[config.mk]
export PLATFORM = sky130hd
export DESIGN_NAME = gibs_cell
export DESIGN_NICKNAME = d
export VERILOG_FILES = /design/src/gibs_pkg.sv /design/src/gibs_cell.sv
export SDC_FILE = /design/constraint.sdc
export NUM_CORES = 1
export LEC_CHECK = 0
export BUFFER_PORTS_ARGS = -buffer_cell sky130_fd_sc_hd__buf_2
export CORE_AREA = 2 2 104 106
export CTS_BUF_LIST = sky130_fd_sc_hd__clkbuf_8
export DETAILED_ROUTE_END_ITERATION = 8
export DIE_AREA = 0 0 106 108
export PLACE_DENSITY = 0.73
export SLEW_MARGIN = 20
export SYNTH_ARGS = -nofsm -noshare
export SYNTH_HDL_FRONTEND = slang
export SYNTH_SLANG_ARGS = --single-unit
[constraint.sdc]
create_clock -name clk -period 8.5 [get_ports clk]
set_input_delay 2.55 -clock clk [delete_from_list [all_inputs] [get_ports clk]]
set_output_delay 2.55 -clock clk [all_outputs]
set_load 0.02 [all_outputs]
[src/gibs_pkg.sv]
// Shared types and constants for the greedy IoU box suppression block.
package gibs_pkg;

	// Number of register stages in the overlap test unit.
	localparam int IOU_STAGES = 4;

	// Width of the confidence score and of the threshold.
	localparam int SCORE_BITS = 16;

	// Sequencer states.
	typedef enum logic [2:0] {
		S_IDLE = 3'b001,
		S_SEEK = 3'b010,
		S_PASS = 3'b100
	} state_t;

	// Per-cell controls: insert a new box, rotate the ring, drop the entry.
	typedef struct packed {
		logic load;
		logic rotate;
		logic kill;
	} ctl_t;

endpackage

[src/gibs_cell.sv]
// One cell of the box chain: sorted insertion while loading, a ring slot while suppressing.
module gibs_cell #(
	parameter int CB = 12
) (
	input  logic                                  clk,
	input  logic                                  arst_n,
	input  gibs_pkg::ctl_t                        ctl,
	input  logic [gibs_pkg::SCORE_BITS+4*CB:0]    new_entry,
	input  logic [gibs_pkg::SCORE_BITS+4*CB:0]    up_entry,
	input  logic                                  up_gt,
	input  logic [gibs_pkg::SCORE_BITS+4*CB:0]    dn_entry,
	output logic [gibs_pkg::SCORE_BITS+4*CB:0]    entry,
	output logic                                  gt
);
	localparam int EW = gibs_pkg::SCORE_BITS + 4 * CB + 1;

	logic          valid_q;
	logic [EW-2:0] data_q;

	assign entry = {valid_q, data_q};

	// The new box belongs ahead of this entry when it scores strictly higher or the cell is empty.
	assign gt = !valid_q ||
		(new_entry[EW-2 -: gibs_pkg::SCORE_BITS] > data_q[EW-2 -: gibs_pkg::SCORE_BITS]);

	// Valid bit: cleared by reset and by a pop.
	always_ff @(posedge clk or negedge arst_n) begin
		if (!arst_n) begin
			valid_q <= 1'b0;
		end else if (ctl.kill) begin
			valid_q <= 1'b0;
		end else if (ctl.rotate) begin
			valid_q <= dn_entry[EW-1];
		end else if (ctl.load) begin
			if (up_gt) begin
				valid_q <= up_entry[EW-1];
			end else if (gt) begin
				valid_q <= new_entry[EW-1];
			end
		end
	end

	// Box payload follows the same moves.
	always_ff @(posedge clk) begin
		if (ctl.rotate) begin
			data_q <= dn_entry[EW-2:0];
		end else if (ctl.load) begin
			if (up_gt) begin
				data_q <= up_entry[EW-2:0];
			end else if (gt) begin
				data_q <= new_entry[EW-2:0];
			end
		end
	end

endmodule

# ---- Yosys cells after proc, flatten, opt, wreduce, memory -nomap -nowiden
# Cells that the tools add are included.
dict set report totals {
  regBits 65
}
dict set report classes {
  order_cmp 1
  mux 9
  reduce_logical 8
}
# op count
set ops {}
lappend ops {{$mux 64} 4}
lappend ops {{$gt 16x16->1} 1}
lappend ops {{$reduce_bool 3->1} 2}
lappend ops {{$mux 1} 5}
lappend ops {{$reduce_and 2->1} 2}
lappend ops {{$reduce_bool 4->1} 1}
lappend ops {{$reduce_bool 2->1} 1}
lappend ops {{$logic_not 1->1} 1}
lappend ops {{$logic_or 1x1->1} 1}

# ---- Longest topological paths before layout
dict set report logic_depth {
  depth_word 7
  ltp_mapped 8
  mapped_depth_nobuf 8
}

# ---- Least setup slack after synthesis
# No wires, ideal clock.
dict set report synth_timing {
  path_type {input -> output}
  startpoint {in new_entry[63] (netlist bit)}
  endpoint {out gt}
  t_arrival_ps 3798
  required_time_ps 5950
  slack_ps 2152
  stages 5
  path_buffers 0
  path_cell_list {ha_1 nand4_2 a2111oi_2 nor4_2 o21ai_1}
}
dict set report synth_between {
  elab_chain_len 2
}
# item line
set synth_lines {}
lappend synth_lines {{from (decl)} gibs_cell.sv:8} ;# input logic [gibs_pkg::SCORE_BITS+4*CB:0] new_entry,
lappend synth_lines {{$gt 16x16->1} gibs_cell.sv:24} ;# (new_entry[EW-2 -: gibs_pkg::SCORE_BITS] > data_q[EW-2 -: gibs_pkg::SCORE_BITS]);
lappend synth_lines {{$logic_or 1x1->1} gibs_cell.sv:23} ;# assign gt = !valid_q ||
lappend synth_lines {{to (decl)} gibs_cell.sv:13} ;# output logic gt
# No other way between the ends.

# ---- Worst setup path in the final report
dict set report layout_timing {
  startpoint {in new_entry[59] (netlist bit)}
  endpoint {out gt}
}
# Same word-level chain as after synthesis.

==> impl_results.md <==
* Status: finished, final reports clean
* Met2 Use GR at 34.98%
* Gpl congestion at 0.8333
* Post-Syn Nets at 559
* Postcts setup bufs at 0
* Final std cells w/o fill at 738
* Clock Tree Buf Depth at 2
* CTS clk-pin slew, worst paths at 0.07 ns
* #FFs+latches synth at 65
* Routed via count at 3539
* Met3 Use GR at 6.028%
* Startpoint types: primary input
* Final setup viols at 0
* Worst slew pin tran at 0.8326 ns
* Htree depth at 3
* Sequential share of power at 48.5%
* Root Buffer: clkbuf_8
* Number of remaining DRC errors at 0
* RSZ-0062 raised after global routing: no
* Final number of hold-violating endpoints at 0
* Yosys Warn Count at 0
* Netlist cell types at 29
* Crit path DAT at 3.96 ns
* Share of the yosys chip area belonging to registers at 51.56%
* TritonRoute pass-1 iters at 4
* Setup crit end kind: output port
* Starting Density at 36.91%
* PnR worst setup slack at 1.991 ns
* Port Buffers at 266
* FMAX at 153.6 MHz
* N_diodes at 0
* PD cells at 155.6 nW/µm²
* Hold path cells at 3
* TritonCTS clock tree: done
* CTS-repair resized insts at 0
* Worst r2r path cells at 8
* Slew Limit Fails at 0
* Synth Area per Inst at 11.04 µm²
* Internal at 582.0 µW
* Hold Path Class: reg2reg
* Post-Route Utilization at 52.04%
* Required time worst endpoint at 5.95 ns
* DPL Wire Length at 8522 µm
* Chip height at 108 µm
* Nets at 817
* Leakage at 0.002723 µW
* Layout area overhead at 40.99%
* Total negative slack at 0 ns
* Syn Inst Count at 342
* Number of synthesized flops with an enable pin at 64
* WL final at 10750 µm
* Placed Instances at 725
* Wire per inst at 14.56 µm
* Total clock sinks at 65
* Initial antenna violation count at 0
* Final period util at 76.57%
* Clock Latency Late Sink at 0.34 ns
* Cell row count at 37
* Busiest layer in global routing: met2
* GRT Overall Usage at 18.74%
* P_sw at 246.4 µW
* Die Span X at 106 µm
* WS Path Type: in2out
* TritonCTS Buffers at 9
* Final worst path period need at 6.509 ns
* Layout cells sized above 1 at 48.17%
* Commonest cells after routing, fill and taps aside: buf_2, mux2i_1, nand2_1, edfxtp_1, o21ai_1
* Maximum vdd drop at 64.73 µV
* I/O pin cnt at 267
* Largest net degree at the start of global routing at 81
* Worst clock skew at 0.01200 ns
* Hold buffer count at CTS at 0
* Post-Syn Area at 3776 µm²
* Gate power share at 26.7%
* Total power at 828.4 µW
* Die area at 11450 µm²
* Fillers at 965
* Met1 GRT Util at 19.92%
* Max Cap Viol at 0
* Wire length of the first global-routing pass at 16500 µm
* Antenna viol nets, final at 0
* Vias per cell at 4.795
* Sw Share at 29.75%
* Initial drt markers at 163
* Part of the power in the clock network at 24.8%
* Commonest non-fill, non-tap cell in the layout: buf_2
* Worst-path maximum fanout at 3
* Setup WS pre-CTS at 1.979 ns
* FFs w/ async S/R, synth at 1.538%
* Slew Limit Headroom at 44.50%
* Core area at 10230 µm²
* Vias in the first global route at 3554
* Total gr overflow at 0
* Ys flop type: edfxtp_1
==> synthesized netlist by cell type (2+ instances only) <==
cell	number	area share, %
clkbuf_1	12	1.2
o21ai_1	43	5.7
nand2_1	64	6.4
buf_4	7	1.4
edfxtp_1	64	51
o21ai_0	22	2.9
nand4_1	3	0.50
ha_1	16	5.3
nor2_1	2	0.20
mux2i_1	65	17
inv_1	18	1.8
a21o_2	2	0.46
a21oi_1	6	0.80
nor4_2	2	0.66
a21o_1	2	0.40
==> area by class of cell <==
class / instances / area, µm² / share of cell area (%)
sequential: 65 / 1947 / 36.57
multi-input combinational: 237 / 1642 / 30.83
timing repair buffer: 269 / 1359 / 25.52
tap: 136 / 170.2 / 3.196
clock buffer: 9 / 123.9 / 2.327
inverter: 18 / 67.56 / 1.269
clock inverter: 4 / 15.01 / 0.2820
==> registers in the layout, summed over array words and instances, names as in the netlist <==
name	flops
data_q	64
valid_q	1
==> path summary, 6_finish.rpt <==
| path | slack, ns | startpoint | endpoint |
|---|---|---|---|
| max | 1.99 | new_entry[59] | gt |
| min | 0.81 | valid_q | valid_q |
| max reg2reg | 5.75 | data_q[59] | data_q[11] |
| min reg2reg | 0.81 | valid_q | valid_q |
| max in group asynchronous | 6.45 | arst_n | valid_q |
| min in group asynchronous | 1.97 | arst_n | valid_q |
==> per-layer routing <==
layer | routed length, µm | vias to the layer above
li1 | - | 1753
met4 | 170 | 0
met1 | 4117 | 1595
met5 | 0 | -
met3 | 902 | 15
met2 | 5555 | 176
==> cells by family after synthesis <==
| kind of cell | synth area share (%) |
|---|---|
| AO/OA/AOI/OAI | 12.13 |
| AND/OR/NAND/NOR | 8.780 |
| multiplexers | 17.23 |
| flip-flops | 51.56 |
| buffers and inverters | 5.003 |
| adder cells (fa/ha/maj) | 5.301 |
==> through the flow <==
stage                     instance area, µm²  hold WS [ns]
after floorplan                         3776        0.7219
after global placement                  5185        0.7758
after detailed placement                5185        0.7845
after CTS                               5324        0.7941
after global routing                    5324        0.8272
final                                   5324        0.8103
==> critical path, stage by stage <==
cell	delay (ns)
buf_2	0.11
ha_1	0.31
nand4_1	0.20
o32ai_1	0.38
nor4_2	0.09
o21ai_1	0.12
buf_2	0.19
==> power by group through the flow <==
| stage | logic (µW) | registers, µW | clock network [µW] |
|---|---|---|---|
| floorplan | 84.2 | 451 | 0 |
| detailed placement | 223 | 409 | 0 |
| finish | 221 | 402 | 205 |
| global route | 244 | 406 | 226 |
| CTS | 224 | 402 | 213 |
| global placement | 218 | 407 | 0 |
No activity file was read; power rests on OpenSTA's default activity.
