===== src/gibs_pkg.sv =====
// Shared types and constants for the greedy IoU box suppression block.
package gibs_pkg;

	// Number of register stages in the overlap test unit.
	localparam int IOU_STAGES = 4;

	// Width of the confidence score and of the threshold.
	localparam int SCORE_BITS = 16;

	// Sequencer states.
	typedef enum logic [2:0] {
		S_IDLE = 3'b001,
		S_SEEK = 3'b010,
		S_PASS = 3'b100
	} state_t;

	// Per-cell controls: insert a new box, rotate the ring, drop the entry.
	typedef struct packed {
		logic load;
		logic rotate;
		logic kill;
	} ctl_t;

endpackage


===== src/gibs_iou.sv =====
// Pipelined overlap test of a ring entry against the anchor box, written back to the ring tail.
module gibs_iou #(
	parameter int CB = 12
) (
	input  logic                                  clk,
	input  logic                                  arst_n,
	input  logic                                  en,
	input  logic                                  chk,
	input  logic [gibs_pkg::SCORE_BITS+4*CB:0]    in_entry,
	input  logic [CB-1:0]                         ax1,
	input  logic [CB-1:0]                         ay1,
	input  logic [CB-1:0]                         ax2,
	input  logic [CB-1:0]                         ay2,
	input  logic [gibs_pkg::SCORE_BITS-1:0]       thr,
	output logic [gibs_pkg::SCORE_BITS+4*CB:0]    out_entry,
	output logic                                  hit
);
	localparam int EW = gibs_pkg::SCORE_BITS + 4 * CB + 1;
	localparam int AW = 2 * CB;
	localparam int PW = AW + 1 + gibs_pkg::SCORE_BITS;

	logic [CB-1:0] bx1, by1, bx2, by2;
	logic [CB-1:0] hx, lx, hy, ly, dx, dy, bw, bh, aw, ah;

	logic          v_s1, c_s1, v_s2, c_s2, v_s3, c_s3, v_s4, c_s4;
	logic [EW-2:0] e_s1, e_s2, e_s3, e_s4;
	logic [CB-1:0] dx_s1, dy_s1, bw_s1, bh_s1, aw_s1, ah_s1;
	logic [AW-1:0] inter_s2, ab_s2, aa_s2, inter_s3, inter_s4;
	logic [AW:0]   total, uni_s3;
	logic          zero_s3, zero_s4;
	logic [PW-1:0] prod_s4;
	logic          over;

	assign bx1 = in_entry[4*CB-1 -: CB];
	assign by1 = in_entry[3*CB-1 -: CB];
	assign bx2 = in_entry[2*CB-1 -: CB];
	assign by2 = in_entry[CB-1:0];

	// Intersection spans and side lengths.
	always_comb begin
		hx = (ax2 < bx2) ? ax2 : bx2;
		lx = (ax1 > bx1) ? ax1 : bx1;
		hy = (ay2 < by2) ? ay2 : by2;
		ly = (ay1 > by1) ? ay1 : by1;
		dx = (hx > lx) ? hx - lx : '0;
		dy = (hy > ly) ? hy - ly : '0;
		bw = (bx2 > bx1) ? bx2 - bx1 : bx1 - bx2;
		bh = (by2 > by1) ? by2 - by1 : by1 - by2;
		aw = (ax2 > ax1) ? ax2 - ax1 : ax1 - ax2;
		ah = (ay2 > ay1) ? ay2 - ay1 : ay1 - ay2;
	end

	assign total = {1'b0, aa_s2} + {1'b0, ab_s2};

	// Stage control bits.
	always_ff @(posedge clk or negedge arst_n) begin
		if (!arst_n) begin
			v_s1 <= 1'b0;
			c_s1 <= 1'b0;
			v_s2 <= 1'b0;
			c_s2 <= 1'b0;
			v_s3 <= 1'b0;
			c_s3 <= 1'b0;
			v_s4 <= 1'b0;
			c_s4 <= 1'b0;
		end else if (en) begin
			v_s1 <= in_entry[EW-1];
			c_s1 <= chk;
			v_s2 <= v_s1;
			c_s2 <= c_s1;
			v_s3 <= v_s2;
			c_s3 <= c_s2;
			v_s4 <= v_s3;
			c_s4 <= c_s3;
		end
	end

	// Stage datapath: spans, then areas, then union, then threshold product.
	always_ff @(posedge clk) begin
		if (en) begin
			e_s1     <= in_entry[EW-2:0];
			dx_s1    <= dx;
			dy_s1    <= dy;
			bw_s1    <= bw;
			bh_s1    <= bh;
			aw_s1    <= aw;
			ah_s1    <= ah;
			e_s2     <= e_s1;
			inter_s2 <= dx_s1 * dy_s1;
			ab_s2    <= bw_s1 * bh_s1;
			aa_s2    <= aw_s1 * ah_s1;
			e_s3     <= e_s2;
			inter_s3 <= inter_s2;
			zero_s3  <= total <= {1'b0, inter_s2};
			uni_s3   <= total - {1'b0, inter_s2};
			e_s4     <= e_s3;
			inter_s4 <= inter_s3;
			zero_s4  <= zero_s3;
			prod_s4  <= PW'(thr) * PW'(uni_s3);
		end
	end

	// Suppress when inter scaled by 2^16 exceeds threshold times union.
	assign over = !zero_s4 &&
		({1'b0, inter_s4, {gibs_pkg::SCORE_BITS{1'b0}}} > prod_s4);
	assign hit = v_s4 && c_s4 && over;
	assign out_entry = {v_s4 && !(c_s4 && over), e_s4};

endmodule


===== config.mk =====
export PLATFORM = sky130hd
export DESIGN_NAME = gibs_iou
export DESIGN_NICKNAME = d
export VERILOG_FILES = /design/src/gibs_pkg.sv /design/src/gibs_iou.sv
export SDC_FILE = /design/constraint.sdc
export NUM_CORES = 2
export LEC_CHECK = 0
export BUFFER_PORTS_ARGS = -buffer_cell sky130_fd_sc_hd__buf_2
export CAP_MARGIN = 20
export CORE_UTILIZATION = 55
export CTS_CLUSTER_SIZE = 14
export DETAILED_ROUTE_END_ITERATION = 7
export PLACE_DENSITY = 0.78
export SLEW_MARGIN = 20
export SYNTH_ARGS = -nofsm -noshare
export SYNTH_HDL_FRONTEND = slang
export SYNTH_SLANG_ARGS = --single-unit

===== constraint.sdc =====
create_clock -name clk -period 10.3 [get_ports clk]
set_input_delay 1.03 -clock clk [delete_from_list [all_inputs] [get_ports clk]]
set_output_delay 1.03 -clock clk [all_outputs]
set_load 0.05 [all_outputs]

After elaboration in Yosys (flattened, before gate mapping)
Index checks and enable logic that the tools add are counted.
- add/subtract/negate cells: 12
- $mul: 4
- shift-type cells: 0
- $lt $le $gt $ge: 12
- reduce and logical (&&, ||, !) cells: 7
- bitwise operators: 0
- multiplexer cells: 8
- equality and inequality tests: 0
- div/mod/pow operators: 0
- operators with widths (kind ; count):
    subtractor 12 bit ; 10
    > comparator 12 bit ; 8
    two-way mux 12 bit ; 8
    multiplier 12 x 12 -> 24 bit ; 3
    > comparator 40 x 41 -> 1 bit ; 1
    multiplier 16 x 25 -> 41 bit ; 1
    adder 24 x 24 -> 25 bit ; 1
    less-or-equal comparator 25 x 24 -> 1 bit ; 1
    subtractor 25 x 24 -> 25 bit ; 1
    < comparator 12 bit ; 2
    logical AND 1 bit ; 5
    zero test 1 bit ; 2
- output and inout bits: 66
- memories: 0
- ROM bits: 0
- input bits: 133
- latch bits: 0
- bits in writable memories: 0
- flip-flop bits (word level): 524

Longest topological paths before layout
- depth after elaboration: 5
- mapped depth: 26
- depth with buffers taken out: 24

Least setup slack after synthesis
No wires, ideal clock.
- kind: in2reg
- from: input thr[1] (netlist name)
- to: register prod_s4[39], data pin
- data required time: 10.037 ns
- setup time: 0.263 ns
- path buffers: 2
- setup slack: 3.446 ns
- arrival time: 6.592 ns
- stages: 25
- cell sequence: clkbuf_1 nand2_1 fa_1 inv_1 fa_1 inv_1 fa_1 inv_1 fa_1 fa_1 inv_1 fa_1 inv_1 ha_1 buf_2 a21o_1 a21o_1 a221o_1 a22o_1 a21oi_2 o31ai_4 a21oi_2 nor2_1 o41ai_2 xnor2_1
- longest elaborated chain between the ends: 1
- ends and longest elaborated chain (what ; RTL line ; text):
    from (decl) ; gibs_iou.sv:14 ; input logic [gibs_pkg::SCORE_BITS-1:0] thr,
    multiplier 16 x 25 -> 41 bit ; gibs_iou.sv:99 ; prod_s4 <= PW'(thr) * PW'(uni_s3);
    to (signal assigned) ; gibs_iou.sv:99 ;
    to (decl) ; gibs_iou.sv:31 ; logic [PW-1:0] prod_s4;
Every way passes these cells.
A chain may end at the register's enable or synchronous reset.

Worst setup path in the final report
- from: register uni_s3[14]
- to: register prod_s4[33], data pin
- longest elaborated chain between the ends: 1
- ends and longest elaborated chain (what ; RTL line ; text):
    from (decl) ; gibs_iou.sv:29 ; logic [AW:0] total, uni_s3;
    from (signal assigned) ; gibs_iou.sv:95 ; uni_s3 <= total - {1'b0, inter_s2};
    multiplier 16 x 25 -> 41 bit ; gibs_iou.sv:99 ;
Every way passes these cells.

==> results.tsv <==
stage	metric	value	unit
routing	antenna_left	0	
finish	num_antenna_cells	0	
routing	viasPerCell	5.47	
grt	grt_max_degree	154	
clock_tree	clk_pin_slew	0.06	ns
critical_path	cp.arrival	7.24	ns
grt	grt_pass1_vias	35600	
logic_synthesis	synth_edf_count	516	
finish	finish.utilization	60.0	%
grt	antenna_found_initial	3	
critical_path	endpoint_kind	register	
finish	multi_input_area	31800	µm²
floorplanning	dieArea	94900	µm²
routing	drt_iter0_drc	2194	
floorplanning	core_area	92200	µm²
critical_path	rr_worst_depth	23	
timing	max_slew_margin	35.8	%
finish	layout-drive-gt1-share	6.64	%
routing	post_drt_wl_per_cell	18.0	µm
critical_path	startpoint_type	register	
finish	finalNetCount	6269	
clock_tree	clockRootBuffer	clkbuf_16	
finish	register_area	15700	µm²
routing	wl_met1	47800	µm
place	dp_hpwl	90000	µm
routing	drt-pass1-iter-count	5	
grt	track_usage	24.6	%
logic_synthesis	syn_nets	6167	
routing	wl	113000	µm
routing	routed-wl-met2	54900	µm
floorplanning	num_rows	111	
floorplanning	start_util	55.9	%
timing	finalSetupViolations	0	
logic_synthesis	synthFlopType	edfxtp_1	
timing	max_freq	145	MHz
critical_path	required	10.66	ns
clock_tree	cts-htree-levels	2	
timing	layout_worst_path_cycle_share	66.8	%
logic_synthesis	synth_warnings	0	
clock_tree	clk_latency	0.63	ns
status	outcome	finished, final reports clean	
logic_synthesis	synth_cell_types	79	
routing	dr_wl_met3	7340	µm
run	drv_cap	0	
hold_path	hold_path_class	in -> async	
timing	skew	0.0383	ns
logic_synthesis	synthCells	4869	
logic_synthesis	syn_area	51500	µm²
grt	grt_overflow	0	
clock_tree	post_cts_resized	0	
clock_tree	clock_path_buffers	3	
clock_tree	cts_setup_buffers	0	
logic_synthesis	avgSynthCellArea	10.6	µm²
place	gp_congestion	0.921	
clock_tree	cts_buffers	54	
timing	rsz0062_at_grt	false	
clock_tree	cts_tree	yes	
place	pre_cts_ws	2.89	ns
floorplanning	boundaryPins	199	
floorplanning	dieWidth	308	µm
routing	highest_layer	met4	
logic_synthesis	ys_seq_area_share	30.5	%
routing	drc	0	
timing	fin_tns_setup	0	ns
finish	syn2layout_area_growth	7.32	%
timing	min_period	6.88	ns
timing	setup_ws	3.42	ns
timing	max_slew.worst_pin.slew	0.962	ns
logic_synthesis	async_flop_share	1.53	%
finish	fill_cells	7566	
floorplanning	die_h	308	µm
grt	grt_pass1_wl	186000	µm
routing	vias	34200	
critical_path	worstSetupPathType	reg -> reg	
timing	maxSlewViolCount	0	
place	io_buffers	198	
critical_path	crit_fanout	16	
logic_synthesis	yosys_register_bits	524	
clock_tree	clkSinkCount	524	
clock_tree	cts-hold-fix-buffers	0	
timing	hold_viol_final	0	
==> cell families after synthesis <==
logic type | Yosys count | synth area share, %
AO/OA/AOI/OAI | 598 | 7.76
XOR/XNOR | 182 | 3.09
adder cells (fa/ha/maj) | 1165 | 37.5
buffers and inverters | 1060 | 7.78
flip-flops | 524 | 30.5
multiplexers | 93 | 1.84
AND/OR/NAND/NOR | 1247 | 11.6
==> synthesized netlist by cell type, drive strengths merged, types with 35 or more instances <==
| library cell | number | area, µm² |
|---|---|---|
| clkbuf | 142 | 533 |
| ha | 533 | 6670 |
| nor2b | 45 | 282 |
| mux2i | 81 | 811 |
| nor3 | 46 | 235 |
| and2 | 312 | 1950 |
| edfxtp | 516 | 15500 |
| nand2 | 595 | 2230 |
| inv | 899 | 3370 |
| fa | 632 | 12700 |
| nand4 | 39 | 244 |
| a21oi | 183 | 931 |
| o21ai | 97 | 485 |
| a21o | 117 | 878 |
| xnor2 | 122 | 1070 |
| nor2 | 115 | 432 |
| xor2 | 60 | 526 |
| o21a | 35 | 263 |
==> path summary, 6_finish.rpt <==
kind / from / endpoint / slack, ns
setup / recovery: uni_s3[14]$_DFFE_PP_ / prod_s4[33]$_DFFE_PP_ / 3.42
min in group clk: e_s1[27]$_DFFE_PP_ / e_s2[27]$_DFFE_PP_ / 0.38
hold / removal: arst_n / v_s4$_DFFE_PN0P_ / 0.24
max in group asynchronous: arst_n / v_s1$_DFFE_PN0P_ / 9.89
setup reg to reg: uni_s3[14]$_DFFE_PP_ / prod_s4[33]$_DFFE_PP_ / 3.42
hold reg to reg: e_s1[27]$_DFFE_PP_ / e_s2[27]$_DFFE_PP_ / 0.38
==> through the flow <==
step | cells | hold slack [ns] | cell area (µm²)
after detailed placement | 6158 | 0.405 | 53500
after floorplan | 4869 | 0.400 | 51500
final | 6257 | 0.245 | 55300
after CTS | 6257 | 0.222 | 55300
after global routing | 6257 | 0.239 | 55300
after global placement | 6158 | 0.400 | 53500
==> flip-flops by register name, indices dropped and copies added, names as in the netlist, 24 cells and up <==
signal	flops
e_s4	64
inter_s3	24
inter_s2	24
e_s1	64
prod_s4	41
aa_s2	24
uni_s3	25
ab_s2	24
inter_s4	24
e_s3	64
e_s2	64
==> metal layers <==
layer	up-vias	track usage [%]
met3	192	3.56
li1	16000	-
met1	16900	32.9
met5	-	0
met4	0	6.49
met2	1173	41.9
==> worst max-delay path, stage by stage, from the launching register on <==
cell	delay, ns
edfxtp_1	0.88
nand2_1	0.18
fa_1	0.56
inv_1	0.06
fa_1	0.54
inv_1	0.06
fa_1	0.50
inv_1	0.06
fa_1	0.44
fa_1	0.52
inv_1	0.05
fa_1	0.48
inv_1	0.04
ha_1	0.37
a21o_1	0.20
a21o_1	0.17
a221o_1	0.31
a22o_1	0.20
a21oi_2	0.27
o31ai_4	0.13
a21boi_1	0.26
o21bai_1	0.09
a21oi_1	0.19
xnor2_1	0.08
==> placed cells by master (no fill, tap or decap), drive strengths merged, types with 5 or more instances in the layout <==
cell type / Yosys / final
o31ai: 6 / 6
nor2: 115 / 115
inv: 899 / 902
xnor2: 122 / 122
a221oi: 16 / 16
buf: 19 / 207
o21bai: 28 / 28
a21oi: 183 / 183
or2: 5 / 5
o211ai: 5 / 5
bufinv: 0 / 6
nand2: 595 / 595
ha: 533 / 533
clkbuf: 142 / 59
clkinv: 0 / 23
mux2: 12 / 12
and2: 312 / 312
nand4: 39 / 39
a31oi: 9 / 9
a21boi: 11 / 11
nand3: 27 / 27
nand2b: 32 / 32
o21ai: 97 / 97
nor3: 46 / 46
dfrtp: 8 / 8
a211oi: 28 / 28
clkinvlp: 0 / 8
edfxtp: 516 / 516
nor2b: 45 / 45
a21o: 117 / 117
fa: 632 / 632
mux2i: 81 / 81
xor2: 60 / 60
o31a: 11 / 11
or3: 7 / 7
a2111oi: 7 / 7
and3: 13 / 13
o21a: 35 / 35
==> area by class of cell <==
class | count | area share [%]
multi-input cells | 3285 | 57.5
clock buffers | 59 | 2.48
inverters | 899 | 6.10
repair buffers | 207 | 1.95
well taps | 1243 | 2.81
flip-flops and latches | 524 | 28.4
clock inverters | 40 | 0.724
Power is left out: the tool's default activity adds up to more than one toggle a clock period on the data nets, which glitch-free logic cannot reach.
